**src/rtl/dzfs_pkg.sv**
```systemverilog
`timescale 1ns / 1ps
// ----------------------------------------------------------------------------
// Depth zone follow steering package
// Shared widths, register indexes, command codes and interface structs.
// ----------------------------------------------------------------------------
package dzfs_pkg;

   localparam int MAX_WIDTH  = 1280;
   localparam int MAX_HEIGHT = 720;

   localparam int COL_W    = 11;
   localparam int LINE_W   = 10;
   localparam int DEPTH_W  = 16;
   localparam int TALLY_W  = 18;
   localparam int WARM_W   = 6;
   localparam int CMD_W    = 3;
   localparam int CSR_IDX_W  = 3;
   localparam int CSR_DATA_W = 16;

   localparam logic [TALLY_W-1:0] TALLY_MAX = {TALLY_W{1'b1}};
   localparam logic [WARM_W-1:0]  WARM_MAX  = {WARM_W{1'b1}};

   localparam logic [CSR_IDX_W-1:0] CSR_FRAME_WIDTH   = 3'd0;
   localparam logic [CSR_IDX_W-1:0] CSR_FRAME_HEIGHT  = 3'd1;
   localparam logic [CSR_IDX_W-1:0] CSR_SIDE_MARGIN   = 3'd2;
   localparam logic [CSR_IDX_W-1:0] CSR_GROUND_ROWS   = 3'd3;
   localparam logic [CSR_IDX_W-1:0] CSR_CLOSE_MM      = 3'd4;
   localparam logic [CSR_IDX_W-1:0] CSR_FAR_MM        = 3'd5;
   localparam logic [CSR_IDX_W-1:0] CSR_WARMUP_FRAMES = 3'd6;

   localparam logic [CMD_W-1:0] CMD_WARMUP      = 3'd0;
   localparam logic [CMD_W-1:0] CMD_GO          = 3'd1;
   localparam logic [CMD_W-1:0] CMD_STOP        = 3'd2;
   localparam logic [CMD_W-1:0] CMD_LEFT_START  = 3'd3;
   localparam logic [CMD_W-1:0] CMD_RIGHT_START = 3'd4;
   localparam logic [CMD_W-1:0] CMD_WAITING     = 3'd5;
   localparam logic [CMD_W-1:0] CMD_RECENTRED   = 3'd6;

   typedef struct packed {
      logic [COL_W-1:0]   width;
      logic [LINE_W-1:0]  height;
      logic [LINE_W-1:0]  margin;
      logic [LINE_W-1:0]  ground;
      logic [DEPTH_W-1:0] close_mm;
      logic [DEPTH_W-1:0] far_mm;
      logic [WARM_W-1:0]  warmup;
      logic [COL_W-1:0]   rstart;
   } dzfs_cfg_type;

   typedef struct packed {
      logic inc_left;
      logic inc_right;
      logic inc_go;
      logic inc_stop;
      logic frame_end;
   } dzfs_sample_type;

endpackage

```
**src/rtl/dzfs_csr.sv**
```systemverilog
`timescale 1ns / 1ps
// ----------------------------------------------------------------------------
// Configuration registers
// Holds the seven setup registers and the limits derived from them.
// ----------------------------------------------------------------------------
module dzfs_csr (
   input  logic                             clock,
   input  logic                             reset,
   input  logic                             csr_write_en,
   input  logic [dzfs_pkg::CSR_IDX_W-1:0]   csr_index,
   input  logic [dzfs_pkg::CSR_DATA_W-1:0]  csr_data,
   output dzfs_pkg::dzfs_cfg_type           cfg
);
   import dzfs_pkg::*;

   logic [COL_W-1:0]   frame_width_ff;
   logic [LINE_W-1:0]  frame_height_ff;
   logic [LINE_W-1:0]  side_margin_ff;
   logic [LINE_W-1:0]  ground_rows_ff;
   logic [DEPTH_W-1:0] close_mm_ff;
   logic [DEPTH_W-1:0] far_mm_ff;
   logic [WARM_W-1:0]  warmup_frames_ff;
   logic [COL_W-1:0]   width_in, width_ff;
   logic [LINE_W-1:0]  height_in, height_ff;
   logic [COL_W-1:0]   rstart_in, rstart_ff;
   logic [COL_W-1:0]   margin_ext;

   always_ff @(posedge clock) begin
      if (reset) begin
         frame_width_ff   <= COL_W'(640);
         frame_height_ff  <= LINE_W'(480);
         side_margin_ff   <= LINE_W'(200);
         ground_rows_ff   <= LINE_W'(20);
         close_mm_ff      <= DEPTH_W'(1000);
         far_mm_ff        <= DEPTH_W'(1500);
         warmup_frames_ff <= WARM_W'(30);
      end else if (csr_write_en) begin
         case (csr_index)
            CSR_FRAME_WIDTH:   frame_width_ff   <= csr_data[COL_W-1:0];
            CSR_FRAME_HEIGHT:  frame_height_ff  <= csr_data[LINE_W-1:0];
            CSR_SIDE_MARGIN:   side_margin_ff   <= csr_data[LINE_W-1:0];
            CSR_GROUND_ROWS:   ground_rows_ff   <= csr_data[LINE_W-1:0];
            CSR_CLOSE_MM:      close_mm_ff      <= csr_data[DEPTH_W-1:0];
            CSR_FAR_MM:        far_mm_ff        <= csr_data[DEPTH_W-1:0];
            CSR_WARMUP_FRAMES: warmup_frames_ff <= csr_data[WARM_W-1:0];
            default: ;
         endcase
      end
   end

   always_comb begin
      margin_ext = {1'b0, side_margin_ff};
      width_in   = (frame_width_ff > COL_W'(MAX_WIDTH)) ? COL_W'(MAX_WIDTH)
                                                        : frame_width_ff;
      height_in  = (frame_height_ff > LINE_W'(MAX_HEIGHT)) ? LINE_W'(MAX_HEIGHT)
                                                           : frame_height_ff;
      rstart_in  = (width_in > margin_ext) ? (width_in - margin_ext) : '0;
   end

   always_ff @(posedge clock) begin
      if (reset) begin
         width_ff  <= COL_W'(640);
         height_ff <= LINE_W'(480);
         rstart_ff <= COL_W'(440);
      end else begin
         width_ff  <= width_in;
         height_ff <= height_in;
         rstart_ff <= rstart_in;
      end
   end

   assign cfg.width    = width_ff;
   assign cfg.height   = height_ff;
   assign cfg.margin   = side_margin_ff;
   assign cfg.ground   = ground_rows_ff;
   assign cfg.close_mm = close_mm_ff;
   assign cfg.far_mm   = far_mm_ff;
   assign cfg.warmup   = warmup_frames_ff;
   assign cfg.rstart   = rstart_ff;

endmodule

```
**src/rtl/dzfs_classify.sv**
```systemverilog
`timescale 1ns / 1ps
// ----------------------------------------------------------------------------
// Pixel classifier
// Registers each input beat, sorts the pixel into zones and registers the
// per-zone count increments for the tally stage.
// ----------------------------------------------------------------------------
module dzfs_classify (
   input  logic                              clock,
   input  logic                              reset,
   input  dzfs_pkg::dzfs_cfg_type            cfg,
   input  logic                              req_valid,
   output logic                              req_stall,
   input  logic [dzfs_pkg::COL_W-1:0]        req_column,
   input  logic [dzfs_pkg::LINE_W-1:0]       req_line,
   input  logic [dzfs_pkg::DEPTH_W-1:0]      req_depth_mm,
   input  logic                              req_frame_end,
   output logic                              smp_valid,
   output dzfs_pkg::dzfs_sample_type         smp,
   input  logic                              smp_ready
);
   import dzfs_pkg::*;

   logic                 in_valid_ff, in_valid_in;
   logic [COL_W-1:0]     col_ff;
   logic [LINE_W-1:0]    row_ff;
   logic [DEPTH_W-1:0]   depth_ff;
   logic                 fend_ff;
   logic                 smp_valid_ff, smp_valid_in;
   dzfs_sample_type      smp_ff, smp_in;
   logic                 stage2_ready, stage1_ready, accept;
   logic                 in_frame, in_band, too_close;
   logic                 left_hit, centre_hit, right_hit;
   logic [COL_W-1:0]     margin_ext;

   assign stage2_ready = !smp_valid_ff || smp_ready;
   assign stage1_ready = !in_valid_ff || stage2_ready;
   assign req_stall    = !stage1_ready;
   assign accept       = req_valid && stage1_ready;

   always_comb begin
      margin_ext = {1'b0, cfg.margin};
      in_frame   = (col_ff < cfg.width) && (row_ff < cfg.height) &&
                   (row_ff >= cfg.ground) && (row_ff[0] == cfg.ground[0]);
      in_band    = (depth_ff > cfg.close_mm) && (depth_ff < cfg.far_mm);
      too_close  = (depth_ff != '0) && (depth_ff < cfg.close_mm);
      left_hit   = (col_ff < margin_ext) && !col_ff[0];
      centre_hit = (col_ff >= margin_ext) && (col_ff < cfg.rstart) &&
                   (col_ff[0] == cfg.margin[0]);
      right_hit  = (col_ff >= cfg.rstart) && (col_ff[0] == cfg.rstart[0]);

      smp_in.inc_left  = in_frame && left_hit && in_band;
      smp_in.inc_right = in_frame && right_hit && in_band;
      smp_in.inc_go    = in_frame && centre_hit && in_band;
      smp_in.inc_stop  = in_frame && centre_hit && !in_band && too_close;
      smp_in.frame_end = fend_ff;

      in_valid_in  = stage1_ready ? req_valid : in_valid_ff;
      smp_valid_in = stage2_ready ? in_valid_ff : smp_valid_ff;
   end

   always_ff @(posedge clock) begin
      if (reset) begin
         in_valid_ff  <= 1'b0;
         smp_valid_ff <= 1'b0;
      end else begin
         in_valid_ff  <= in_valid_in;
         smp_valid_ff <= smp_valid_in;
      end
   end

   always_ff @(posedge clock) begin
      if (accept) begin
         col_ff   <= req_column;
         row_ff   <= req_line;
         depth_ff <= req_depth_mm;
         fend_ff  <= req_frame_end;
      end
      if (stage2_ready && in_valid_ff) begin
         smp_ff <= smp_in;
      end
   end

   assign smp_valid = smp_valid_ff;
   assign smp       = smp_ff;

endmodule

```
**src/rtl/dzfs_decide.sv**
```systemverilog
`timescale 1ns / 1ps
// ----------------------------------------------------------------------------
// Tally and steering decision
// Keeps the four saturating zone tallies, and on each frame end picks the
// steering command, updates the turn state and loads the result register.
// ----------------------------------------------------------------------------
module dzfs_decide (
   input  logic                              clock,
   input  logic                              reset,
   input  dzfs_pkg::dzfs_cfg_type            cfg,
   input  logic                              smp_valid,
   input  dzfs_pkg::dzfs_sample_type         smp,
   output logic                              smp_ready,
   output logic                              rsp_valid,
   input  logic                              rsp_stall,
   output logic [dzfs_pkg::CMD_W-1:0]        rsp_command,
   output logic                              rsp_left_active,
   output logic                              rsp_right_active,
   output logic [dzfs_pkg::TALLY_W-1:0]      rsp_left_count,
   output logic [dzfs_pkg::TALLY_W-1:0]      rsp_right_count,
   output logic [dzfs_pkg::TALLY_W-1:0]      rsp_go_count,
   output logic [dzfs_pkg::TALLY_W-1:0]      rsp_stop_count
);
   import dzfs_pkg::*;

   typedef enum logic [1:0] {
      MODE_NORMAL     = 2'd0,
      MODE_WAIT_LEFT  = 2'd1,
      MODE_WAIT_RIGHT = 2'd2
   } mode_type;

   mode_type             mode_ff, mode_in;
   logic [WARM_W-1:0]    warm_ff, warm_in;
   logic [TALLY_W-1:0]   left_ff, right_ff, go_ff, stop_ff;
   logic [TALLY_W-1:0]   left_nx, right_nx, go_nx, stop_nx;
   logic [TALLY_W-1:0]   left_in, right_in, go_in, stop_in;
   logic                 out_valid_ff, out_valid_in;
   logic [CMD_W-1:0]     cmd_ff, cmd_in;
   logic                 la_ff, la_in, ra_ff, ra_in;
   logic [TALLY_W-1:0]   lc_ff, rc_ff, gc_ff, sc_ff;
   logic                 out_busy, fire, load;
   logic [1:0]           best;
   logic [TALLY_W-1:0]   best_val;

   function automatic logic [TALLY_W-1:0] bump(input logic [TALLY_W-1:0] t,
                                                input logic inc);
      bump = (inc && t != TALLY_MAX) ? t + 1'b1 : t;
   endfunction

   assign out_busy  = out_valid_ff && rsp_stall;
   assign smp_ready = !(smp.frame_end && out_busy);
   assign fire      = smp_valid && smp_ready;
   assign load      = fire && smp.frame_end;

   always_comb begin
      left_nx  = bump(left_ff, smp.inc_left);
      right_nx = bump(right_ff, smp.inc_right);
      go_nx    = bump(go_ff, smp.inc_go);
      stop_nx  = bump(stop_ff, smp.inc_stop);

      best     = 2'd0;
      best_val = left_nx;
      if (right_nx > best_val) begin
         best     = 2'd1;
         best_val = right_nx;
      end
      if (go_nx > best_val) begin
         best     = 2'd2;
         best_val = go_nx;
      end
      if (stop_nx > best_val) begin
         best = 2'd3;
      end

      mode_in = mode_ff;
      warm_in = warm_ff;
      cmd_in  = CMD_WARMUP;
      la_in   = 1'b0;
      ra_in   = 1'b0;
      case (mode_ff)
         MODE_WAIT_LEFT, MODE_WAIT_RIGHT: begin
            if (best == 2'd2) begin
               cmd_in  = CMD_RECENTRED;
               mode_in = MODE_NORMAL;
            end else begin
               cmd_in = CMD_WAITING;
               la_in  = (mode_ff == MODE_WAIT_LEFT);
               ra_in  = (mode_ff == MODE_WAIT_RIGHT);
            end
         end
         default: begin
            if (warm_ff < cfg.warmup) begin
               cmd_in = CMD_WARMUP;
               if (warm_ff != WARM_MAX) begin
                  warm_in = warm_ff + 1'b1;
               end
            end else begin
               case (best)
                  2'd0: begin
                     cmd_in  = CMD_LEFT_START;
                     mode_in = MODE_WAIT_LEFT;
                     la_in   = 1'b1;
                  end
                  2'd1: begin
                     cmd_in  = CMD_RIGHT_START;
                     mode_in = MODE_WAIT_RIGHT;
                     ra_in   = 1'b1;
                  end
                  2'd2: begin
                     cmd_in  = CMD_GO;
                     mode_in = MODE_NORMAL;
                  end
                  default: begin
                     cmd_in  = CMD_STOP;
                     mode_in = MODE_NORMAL;
                  end
               endcase
            end
         end
      endcase

      if (fire && smp.frame_end) begin
         left_in  = '0;
         right_in = '0;
         go_in    = '0;
         stop_in  = '0;
      end else if (fire) begin
         left_in  = left_nx;
         right_in = right_nx;
         go_in    = go_nx;
         stop_in  = stop_nx;
      end else begin
         left_in  = left_ff;
         right_in = right_ff;
         go_in    = go_ff;
         stop_in  = stop_ff;
      end

      if (load) begin
         out_valid_in = 1'b1;
      end else if (out_valid_ff && !rsp_stall) begin
         out_valid_in = 1'b0;
      end else begin
         out_valid_in = out_valid_ff;
      end
   end

   always_ff @(posedge clock) begin
      if (reset) begin
         mode_ff      <= MODE_NORMAL;
         warm_ff      <= '0;
         left_ff      <= '0;
         right_ff     <= '0;
         go_ff        <= '0;
         stop_ff      <= '0;
         out_valid_ff <= 1'b0;
      end else begin
         left_ff      <= left_in;
         right_ff     <= right_in;
         go_ff        <= go_in;
         stop_ff      <= stop_in;
         out_valid_ff <= out_valid_in;
         if (load) begin
            mode_ff <= mode_in;
            warm_ff <= warm_in;
         end
      end
   end

   always_ff @(posedge clock) begin
      if (load) begin
         cmd_ff <= cmd_in;
         la_ff  <= la_in;
         ra_ff  <= ra_in;
         lc_ff  <= left_nx;
         rc_ff  <= right_nx;
         gc_ff  <= go_nx;
         sc_ff  <= stop_nx;
      end
   end

   assign rsp_valid        = out_valid_ff;
   assign rsp_command      = cmd_ff;
   assign rsp_left_active  = la_ff;
   assign rsp_right_active = ra_ff;
   assign rsp_left_count   = lc_ff;
   assign rsp_right_count  = rc_ff;
   assign rsp_go_count     = gc_ff;
   assign rsp_stop_count   = sc_ff;

endmodule

```
**src/rtl/depth_zone_follow_steering_top.sv**
```systemverilog
`timescale 1ns / 1ps
// ----------------------------------------------------------------------------
// Depth zone follow steering
// Counts in-band depth samples in left, centre and right zones and turns
// each frame's counts into a steering command.
// ----------------------------------------------------------------------------
// The block takes one depth pixel beat per clock while req_stall is low, and
// produces one result beat on each pixel beat that carries frame_end. A pixel
// passes an input register, a classification register and the tally stage,
// which also loads the result register. Pixels without frame_end keep flowing
// while a result waits on rsp_stall; only a further frame_end beat waits for
// the result register to empty. Setup registers apply to beats accepted from
// the clock after a write.
module depth_zone_follow_steering_top (
   input  logic                              clock,
   input  logic                              reset,
   input  logic                              csr_write_en,
   input  logic [dzfs_pkg::CSR_IDX_W-1:0]    csr_index,
   input  logic [dzfs_pkg::CSR_DATA_W-1:0]   csr_data,
   input  logic                              req_valid,
   output logic                              req_stall,
   input  logic [dzfs_pkg::COL_W-1:0]        req_column,
   input  logic [dzfs_pkg::LINE_W-1:0]       req_line,
   input  logic [dzfs_pkg::DEPTH_W-1:0]      req_depth_mm,
   input  logic                              req_frame_end,
   output logic                              rsp_valid,
   input  logic                              rsp_stall,
   output logic [dzfs_pkg::CMD_W-1:0]        rsp_command,
   output logic                              rsp_left_active,
   output logic                              rsp_right_active,
   output logic [dzfs_pkg::TALLY_W-1:0]      rsp_left_count,
   output logic [dzfs_pkg::TALLY_W-1:0]      rsp_right_count,
   output logic [dzfs_pkg::TALLY_W-1:0]      rsp_go_count,
   output logic [dzfs_pkg::TALLY_W-1:0]      rsp_stop_count
);
   import dzfs_pkg::*;

   dzfs_cfg_type    cfg;
   dzfs_sample_type smp;
   logic            smp_valid;
   logic            smp_ready;

   dzfs_csr u_csr (
      .clock        (clock),
      .reset        (reset),
      .csr_write_en (csr_write_en),
      .csr_index    (csr_index),
      .csr_data     (csr_data),
      .cfg          (cfg)
   );

   dzfs_classify u_classify (
      .clock         (clock),
      .reset         (reset),
      .cfg           (cfg),
      .req_valid     (req_valid),
      .req_stall     (req_stall),
      .req_column    (req_column),
      .req_line      (req_line),
      .req_depth_mm  (req_depth_mm),
      .req_frame_end (req_frame_end),
      .smp_valid     (smp_valid),
      .smp           (smp),
      .smp_ready     (smp_ready)
   );

   dzfs_decide u_decide (
      .clock            (clock),
      .reset            (reset),
      .cfg              (cfg),
      .smp_valid        (smp_valid),
      .smp              (smp),
      .smp_ready        (smp_ready),
      .rsp_valid        (rsp_valid),
      .rsp_stall        (rsp_stall),
      .rsp_command      (rsp_command),
      .rsp_left_active  (rsp_left_active),
      .rsp_right_active (rsp_right_active),
      .rsp_left_count   (rsp_left_count),
      .rsp_right_count  (rsp_right_count),
      .rsp_go_count     (rsp_go_count),
      .rsp_stop_count   (rsp_stop_count)
   );

endmodule

```
**config.mk**
```make
export PLATFORM = sky130hd
export DESIGN_NAME = depth_zone_follow_steering_top
export DESIGN_NICKNAME = d
export VERILOG_FILES = /design/src/rtl/dzfs_pkg.sv /design/src/rtl/dzfs_csr.sv /design/src/rtl/dzfs_classify.sv /design/src/rtl/dzfs_decide.sv /design/src/rtl/depth_zone_follow_steering_top.sv
export SDC_FILE = /design/constraint.sdc
export NUM_CORES = 1
export LEC_CHECK = 0
export ABC_AREA = 1
export BUFFER_PORTS_ARGS = -buffer_cell sky130_fd_sc_hd__buf_4
export CAP_MARGIN = 10
export CORE_MARGIN = 2
export CORE_UTILIZATION = 55
export DETAILED_ROUTE_END_ITERATION = 10
export GPL_ROUTABILITY_DRIVEN = 0
export PLACE_DENSITY = 0.83
export SETUP_SLACK_MARGIN = 0.2
export SYNTH_ARGS = -nofsm -noshare
export SYNTH_HDL_FRONTEND = slang
export SYNTH_SLANG_ARGS = --single-unit
export TNS_END_PERCENT = 50
```
**constraint.sdc**
```tcl
create_clock -name clock -period 6.3 [get_ports clock]
set_input_delay 1.26 -clock clock [delete_from_list [all_inputs] [get_ports clock]]
set_output_delay 1.26 -clock clock [all_outputs]
set_load 0.005 [all_outputs]
```
# [Word level (Yosys, flattened, before mapping)]
# Cells that the tools add are included.
# Widths: inputs -> output; s select.
[totals] word_cells=166 input_bits=62 register_bits=314 out_inout_bits=79
[classes] n_reduce_logical=54 n_lt_le_gt_ge=17 n_eq_ne=20 add_sub_neg=6 n_bitwise=2 mux=30
[ops] cell="$mux 18" count=6
[ops] cell="$add 18x1->18 const B" count=4
[ops] cell="$ne 18x18->1 const B" count=4
[ops] cell="$gt 18x18->1" count=3
[ops] cell="$lt 16x16->1" count=2
[ops] cell="$logic_and 1x1->1" count=28
[ops] cell="$lt 11x11->1" count=2
[ops] cell="$gt 16x16->1" count=1
[ops] cell="$reduce_bool 16->1" count=1
[ops] cell="$reduce_and 2->1" count=7
[ops] cell="$mux 2" count=6
[ops] cell="$ge 11x10->1" count=1
[ops] cell="$ge 11x11->1" count=1
[ops] cell="$gt 11x10->1" count=1
[ops] cell="$gt 11x11->1 const B" count=1
[ops] cell="$lt 11x10->1" count=1
[ops] cell="$mux 1" count=11
[ops] cell="$mux 11" count=1
[ops] cell="$sub 11x10->11" count=1
[ops] cell="$ge 10x10->1" count=1
[ops] cell="$gt 10x10->1 const B" count=1
[ops] cell="$lt 10x10->1" count=1
[ops] cell="$mux 10" count=1
[ops] cell="$eq 3x3->1 const B" count=3
[ops] cell="other kinds (23)" count=40

# [Depth between registers and ports, before layout]
# Gate-level depths: netlist (run 1).
[logic_depth] depth_word=13 depth_mapped=57 mapped_depth_nobuf=55

# [Hierarchy]
# A second synthesis (run 1) with hierarchy kept.
[hier_totals] hier_cells=2171 hier_area_um2=17429.2
[by_module_without_submodules] mod="dzfs_decide" seq_area_each_um2=3933.8 area_per_inst_um2=9233.9 instances=1 cells_each=1118
[by_module_without_submodules] mod="dzfs_csr" seq_area_each_um2=2222.1 area_per_inst_um2=4449.3 instances=1 cells_each=587
[by_module_without_submodules] mod="dzfs_classify" seq_area_each_um2=1331.3 area_per_inst_um2=3746.1 instances=1 cells_each=466

# [Least setup slack after synthesis (run 1)]
# No wires, ideal clock.
[synth_timing] path_type="reg2reg" startpoint="register u_decide.right_ff[0]" endpoint="register u_decide.mode_ff[0]" path_buffers=3 period_less_slack_ps=6514 t_required_ps=6228 setup_ps=72 path_stages_with_launch=56 setup_slack_ps=-214 t_arrival_ps=6442 cell_sequence="dfxtp_1 ha_1 nand3_1 nor2_2 nand4_1 nand2_1 nor2_2 nand2_1 nor2_1 nand2_1 nor2_1 xor2_1 inv_1 ha_1 nand2_1 inv_1 nand3_1 nor3_1 [20 not listed] nand2_1 ha_1 nand2_1 nor2_1 a21oi_1 o21ai_0 a21oi_1 o21ai_0 nand2_1 nand2_1 nand2_1 nand2_1 inv_1 ha_1 or2_2 o211ai_1 nand2_1 a21oi_1"
[synth_between] elab_chain_cells=13 elab_cells_between_ends=20 classes_between="add/sub (1); order compare (3); eq/ne (4); mux (9); reduce/logical (3)"
[synth_lines] element="start, declared" line="dzfs_decide.sv:34" source="logic [TALLY_W-1:0] left_ff, right_ff, go_ff, stop_ff;"
[synth_lines] element="start signal, assigned" line="dzfs_decide.sv:159" source="right_ff <= right_in;"
[synth_lines] element="branches (longest 2 deep; another with $add 18x1->18)"
[synth_lines] element="$mux 18 (*)" line="dzfs_decide.sv:47" source="bump = (inc && t != TALLY_MAX) ? t + 1'b1 : t;"
[synth_lines] element="named net u_decide.right_nx[15]" line="dzfs_decide.sv:35" source="logic [TALLY_W-1:0] left_nx, right_nx, go_nx, stop_nx;"
[synth_lines] element="$gt 18x18->1" line="dzfs_decide.sv:63" source="if (right_nx > best_val) begin"
[synth_lines] element="$mux 18" line="dzfs_decide.sv:63"
[synth_lines] element="$gt 18x18->1" line="dzfs_decide.sv:67" source="if (go_nx > best_val) begin"
[synth_lines] element="$mux 18" line="dzfs_decide.sv:67"
[synth_lines] element="$gt 18x18->1" line="dzfs_decide.sv:71" source="if (stop_nx > best_val) begin"
[synth_lines] element="$mux 2 (*)" line="dzfs_decide.sv:71"
[synth_lines] element="$eq 2x1->1 or $logic_not 2->1 (tied branches)" line="dzfs_decide.sv:98" source="case (best)"
[synth_lines] element="$pmux 2 s2" line="dzfs_decide.sv:98"
[synth_lines] element="$mux 2" line="dzfs_decide.sv:92" source="if (warm_ff < cfg.warmup) begin"
[synth_lines] element="$mux 2" line="dzfs_decide.sv:80" source="case (mode_ff)"
[synth_lines] element="end signal, assigned" line="dzfs_decide.sv:164" source="mode_ff <= mode_in;"
[synth_lines] element="end, declared" line="dzfs_decide.sv:32" source="mode_type mode_ff, mode_in;"
# Mark *: on every way through the listed nets, which the timed path passes. The select of a mux whose other input is x is not followed.
# A chain may end at the register's enable or synchronous reset.

# [Final worst setup path (run 1)]
[layout_timing] startpoint="register u_decide.left_ff[14]" endpoint="register u_decide.mode_ff[0]"
[layout_between] elab_chain_cells=13 elab_cells_between_ends=20 classes_between="add/sub (1); order compare (3); eq/ne (4); mux (9); reduce/logical (3)"
[layout_lines] element="start, declared" line="dzfs_decide.sv:34"
[layout_lines] element="start signal, assigned" line="dzfs_decide.sv:158" source="left_ff <= left_in;"
[layout_lines] element="branches (longest 2 deep; another with $add 18x1->18)"
[layout_lines] element="$mux 18 (*)" line="dzfs_decide.sv:47"
[layout_lines] element="$gt 18x18->1" line="dzfs_decide.sv:63"
[layout_lines] element="$mux 18" line="dzfs_decide.sv:63"
[layout_lines] element="$gt 18x18->1" line="dzfs_decide.sv:67"
[layout_lines] element="$mux 18" line="dzfs_decide.sv:67"
[layout_lines] element="$gt 18x18->1" line="dzfs_decide.sv:71"
[layout_lines] element="$mux 2 (*)" line="dzfs_decide.sv:71"
[layout_lines] element="$eq 2x1->1 or $logic_not 2->1 (tied branches)" line="dzfs_decide.sv:98"
[layout_lines] element="$pmux 2 s2" line="dzfs_decide.sv:98"
[layout_lines] element="$mux 2" line="dzfs_decide.sv:92"
[layout_lines] element="$mux 2" line="dzfs_decide.sv:80"
# Mark *: on every way between the ends. The select of a mux whose other input is x is not followed.

==> results.toml, run 1 <==
[timing]
rsz0062_at_grt = "true"
setup_ws_ps = -1460
fin_crit_sh = 1.23
fin_skew_ps = 33.5
hold_violations = 0
maxSlewViolCount = 0
finalCriticalPeriod_ps = 7760
slew_headroom = 0.271
setup_viol = 7
tightest_slew_ps = 1090
max_freq_ghz = 0.129

[critical_path]
cp.depth = 47
critPathArrivalTime_ps = 8230
crit_required_ps = 6770
max_stage_delay_ps = 360
reg2regPathDepth = 47
crit_type = "reg -> reg"
cp_top_family = "simple AND/OR/NAND/NOR gates"
start_kind = "register"
r2r-start = "u_decide.left_ff[14]"
r2r_end = "u_decide.mode_ff[0]"
worstPathMaxFanout = 8
worst-path-buf-inv = 6
cp_slowest_cell = "ha_1"
rrSetupSlack_ps = -1460
cpMostUsedCell = "nand2_1"
end_kind = "register"

[hold_path]
hold_class = "reg -> reg"
worstHoldStart = "u_classify.fend_ff"
min_delay_path_depth = 0
hold_end = "u_classify.smp[0]"

[clock_tree]
clk_latency_ps = 550
cts_tree = "done"
cts_buffer_depth = 3
htree_levels = 2
cts_buffers = 35
clkTransAtPathRegs_ps = 70
root_buffer = "clkbuf_16"
clock-sinks = 314

[cells_and_area]
final_cell_mix = "304 x inv_1, 287 x buf_4, 253 x nand2_1, 186 x dfxtp_1, 176 x a21oi_1"
nNetsFinal = 2451
drive_gt1_frac = 0.242
num_antenna_cells = 0
postLayoutCellArea_sq_um = 21200
mostFrequentLayoutCell = "inv_1"
fin_util = 0.714
fin_cells = 2646
area_growth_pct = 27.8
fillers = 1937

[routing]
ant_nets = 0
routedWlPerCell_um = 20.2
routed_wirelength_mm = 53.5
first_pass_iters = 7
num_vias = 16000
drtIter0Drc = 2296
drc = 0
routed_via_density = 6.06

[place]
dpl.hpwl_mm = 31.4
placedCellCount = 2532
place_ws_ps = -414
io_buffer_count = 140
placed_area_sq_um = 18800

[die]
die_h_um = 178
num_io_pins = 141
dieArea_sq_um = 31600
fp.dieW_um = 178
start_util = 0.559
core-area_sq_um = 29700
rows = 63

[power]
comb_power_share = 0.247
power.internal_mw = 3.87
pwr_density_cell_nw_per_um2 = 266
p_clk_frac = 0.353
p_total_mw = 5.64
power_frac_seq = 0.400
power_switching_mw = 1.77
ir_drop_mv = 0.222
p_leak_nw = 9.48
p_sw_frac = 0.314

[yosys]
syn-num-nets = 2163
syn_avg_cell_area_sq_um = 8.55
syn-cell-area_sq_um = 16600
ys_types = 53
postSynthCellCount = 1941
synthTopCellsByArea = "dfxtp_1 23%, edfxtp_1 22%, ha_1 12%"
ys_ff_latch = 314
synth_warnings = 0
synth_top_area_cell = "dfxtp_1"
synth_top_area_frac = 0.234
yosysSeqAreaShare = 0.451

[grt]
grt_use_total = 0.291
grt_pass1_vias = 15000
grt_overflow = 0
grt_max_degree = 109
grt_pass1_wl_mm = 73.2
antenna_found_initial = 0

[status]
violations = "negative setup slack"
status = "finished, violations left"

[job]
max_cap_violations = 0
[kinds of logic after synthesis]
kind of cell	synth area share
XOR/XNOR	0.0354
flip-flops	0.451
adder cells (fa/ha/maj)	0.121
AO/OA/AOI/OAI	0.138
AND/OR/NAND/NOR	0.169
buffers and inverters	0.0857
[area by class of cell]
type,count,area [sq um],share of cell area
clock inverter,21,206,0.00973
clock buffer,43,916,0.0432
inverter,317,1200,0.0566
tap,390,488,0.0230
sequential,314,7500,0.353
timing repair buffer,300,2330,0.110
timing repair inverter,1,5.00,0.000236
multi-input combinational,1260,8570,0.404
[power groups by stage]
stage                     Sequential, mW  Clock [mW]  Combinational [mW]
final                               2.26        1.99                1.39
after global routing                2.26        2.09                1.47
after CTS                           2.25        2.00                1.07
after detailed placement            2.29           0               0.951
after global placement              2.29           0               0.909
after floorplan                     2.28           0               0.626
[synthesized netlist by cell type, drive strengths merged]
cell type / count
o221a: 1
o221ai: 1
nor3: 41
or2: 7
o21a: 3
inv: 316
dfxtp: 194
a31o: 2
a31oi: 4
xnor2: 6
a21o: 4
a211oi: 8
nor2: 113
a21oi: 193
edfxtp: 120
clkinv: 1
a21boi: 2
nand3: 96
buf: 9
o211ai: 34
and2: 18
o31ai: 1
nor4b: 1
ha: 159
and3: 1
o21bai: 4
nand2: 297
nand4: 24
xor2: 61
nand3b: 2
o41ai: 2
o311ai: 1
nor4: 12
clkbuf: 41
fa: 1
o21ai: 158
a221oi: 2
nor3b: 1
[sequential cells by signal, summed over array words and instances (netlist names), 18 cells and up]
register	flops
u_decide.left_ff	18
u_decide.go_ff	18
u_decide.rsp_go_count	18
u_decide.rsp_right_count	18
u_decide.stop_ff	18
u_decide.rsp_left_count	18
u_decide.rsp_stop_count	18
u_decide.right_ff	18
[metrics by stage]
step | setup TNS [ps] | hold WS (ps)
after floorplan | 0 | 400
after global placement | -189 | 406
after detailed placement | -1930 | 416
after CTS | -334 | 429
after global routing | -10250 | 448
final | -9230 | 425
[worst reg2reg max path, delay by kind of cell (launching register included)]
| kind | cells | cell delay [ps] |
|---|---|---|
| DFF | 1 | 350 |
| adders and majority gates | 4 | 1200 |
| and+or+nand+nor | 29 | 3840 |
| xor gates and xnor gates | 1 | 340 |
| buffers and inverters | 6 | 760 |
| AOI/OAI and AO/OA | 7 | 1200 |
[layer usage]
| metal | GRT usage | vias to the layer above | routed length [um] |
|---|---|---|---|
| met5 | 0 | - | 0 |
| met3 | 0.0527 | 415 | 5290 |
| li1 | - | 7091 | - |
| met1 | 0.330 | 7350 | 18400 |
| met2 | 0.516 | 1188 | 25200 |
| met4 | 0.161 | 0 | 4550 |
[how the worst max path moves through the flow]
stage / start / to / slack (ps)
after floorplan: u_decide.right_ff[1] / u_decide.mode_ff[0] / 160
final: u_decide.left_ff[14] / u_decide.mode_ff[0] / -1460
after global routing: u_decide.right_ff[0] / u_decide.mode_ff[0] / -1610
after CTS: u_decide.right_ff[1] / u_decide.mode_ff[0] / -110
after detailed placement: u_decide.left_ff[0] / u_decide.mode_ff[0] / -410
after global placement: u_decide.left_ff[0] / u_decide.mode_ff[0] / -70
[timing repair]
| item | 4_1_cts | 5_1_grt |
|---|---|---|
| pin swaps | 46 | 48 |
| resized for setup | 81 | 97 |
| setup endpoints to repair | 7 | 7 |
| hold buffers | 0 | 0 |
| buffers inserted | 38 | 9 |
| gates cloned | 2 | 1 |
Note: power is estimated with default switching activity, not from simulation.
==> run 2: changes to the inputs <==
--- a/config.mk
+++ b/config.mk
@@ -12,8 +12,8 @@
 export CORE_UTILIZATION = 55
 export DETAILED_ROUTE_END_ITERATION = 10
 export GPL_ROUTABILITY_DRIVEN = 0
-export PLACE_DENSITY = 0.83
-export SETUP_SLACK_MARGIN = 0.2
+export PLACE_DENSITY = 0.8
+export SETUP_SLACK_MARGIN = 0.3
 export SYNTH_ARGS = -nofsm -noshare
 export SYNTH_HDL_FRONTEND = slang
 export SYNTH_SLANG_ARGS = --single-unit
==> constraint.sdc (replaced) <==
create_clock -name clock -period 9.2 [get_ports clock]
set_input_delay 1.84 -clock clock [delete_from_list [all_inputs] [get_ports clock]]
set_output_delay 1.84 -clock clock [all_outputs]
set_load 0.005 [all_outputs]
==> results.toml, run 2 (same netlist as run 1, synthesis figures left out) <==
[status]
status = "finished clean"

[grt]
grt_max_degree = 110
antenna_found_initial = 1
grt_pass1_wl_mm = 63.3
grt_use_total = 0.249
grt_pass1_vias = 13200
grt_overflow = 0

[timing]
fin_skew_ps = 18.8
setup_viol = 0
setup_ws_ps = 1130
tightest_slew_ps = 1080
fin_crit_sh = 0.877
finalCriticalPeriod_ps = 8070
hold_violations = 0
rsz0062_at_grt = "false"
slew_headroom = 0.281
hold_ws_ps = 440
maxSlewViolCount = 0
max_freq_ghz = 0.124
tns_ps = 0

[power]
p_total_mw = 3.45
pwr_density_cell_nw_per_um2 = 180
ir_drop_mv = 0.143
p_leak_nw = 8.57

[critical_path]
worst-path-buf-inv = 4
crit_required_ps = 9640
end_kind = "register"
cp_top_family = "simple AND/OR/NAND/NOR gates"
critPathArrivalTime_ps = 8510
cpMostUsedCell = "nand2_1"
worstPathMaxFanout = 22
crit_type = "reg -> reg"
max_stage_delay_ps = 440
start_kind = "register"
cp_slowest_cell = "nor3_1"
rrSetupSlack_ps = 1130

[cells_and_area]
num_antenna_cells = 0
mostFrequentLayoutCell = "inv_1"
drive_gt1_frac = 0.124
postLayoutCellArea_sq_um = 19100
fin_util = 0.643
nNetsFinal = 2301
area_growth_pct = 15.1
final_cell_mix = "309 x inv_1, 284 x nand2_1, 194 x dfxtp_1, 193 x a21oi_1, 159 x ha_1"
fin_cells = 2495
fillers = 2411

[routing]
routed_wirelength_mm = 39.5
m1WireLength_mm = 16.3
routed_via_density = 5.54
routedWlPerCell_um = 15.8
num_vias = 13800
drtIter0Drc = 1129
dr_wl_met3_mm = 2.28
first_pass_iters = 5
ant_nets = 0
highest_layer = "met5"
drc = 0
route.met2.wl_mm = 19.3

[clock_tree]
cts_buffer_depth = 3
clock-sinks = 314
cts_buffers = 34
clkTransAtPathRegs_ps = 60
cts_tree = "done"
htree_levels = 2
root_buffer = "clkbuf_16"
clk_latency_ps = 520

[die]
num_io_pins = 141
fp.dieW_um = 178
start_util = 0.559
dieArea_sq_um = 31600
rows = 63
core-area_sq_um = 29700
die_h_um = 178

[place]
placed_area_sq_um = 18000
placedCellCount = 2429
place_ws_ps = 494
dpl.hpwl_mm = 29.1
io_buffer_count = 140

[job]
max_cap_violations = 0

[hold_path]
hold_class = "reg -> reg"
==> run 2: where the power goes <==
part,switching [mW],internal (mW),total (mW),leakage (nW)
Combinational,0.377,0.217,0.595,5.36
Sequential,0.0391,1.50,1.54,2.68
Clock,0.557,0.752,1.31,0.535
Total,0.974,2.47,3.45,8.57
==> run 2: cell type report <==
cell class | count | area, sq um | area share
clock buffers | 46 | 936 | 0.0490
well taps | 390 | 488 | 0.0255
flip-flops and latches | 314 | 7490 | 0.392
inverters | 317 | 1190 | 0.0626
multi-input cells | 1261 | 7720 | 0.404
repair buffers | 151 | 1130 | 0.0594
clock inverters | 16 | 135 | 0.00708
==> run 2: worst paths after layout <==
kind	startpoint	endpoint	cells past startpoint
worst max-delay path	u_decide.left_ff[0]	u_decide.mode_ff[1]	52
worst min-delay path	u_classify.fend_ff	u_classify.smp[0]	0
worst max register to register	u_decide.left_ff[0]	u_decide.mode_ff[1]	52
worst min register to register	u_classify.fend_ff	u_classify.smp[0]	0
==> run 2: metal layers <==
layer,track usage,up-vias
met4,0.112,2
met2,0.437,493
li1,-,6786
met3,0.0326,123
met1,0.305,6420
met5,0,-
==> run 2: what timing repair did <==
| action | in CTS | in global routing |
|---|---|---|
| hold buffers | 0 | 0 |
| hold endpoints to repair | 0 | 0 |
| endpoints found under the setup margin | 0 | 7 |
| gates resized for setup | 0 | 4 |
| setup buffers | 0 | 3 |
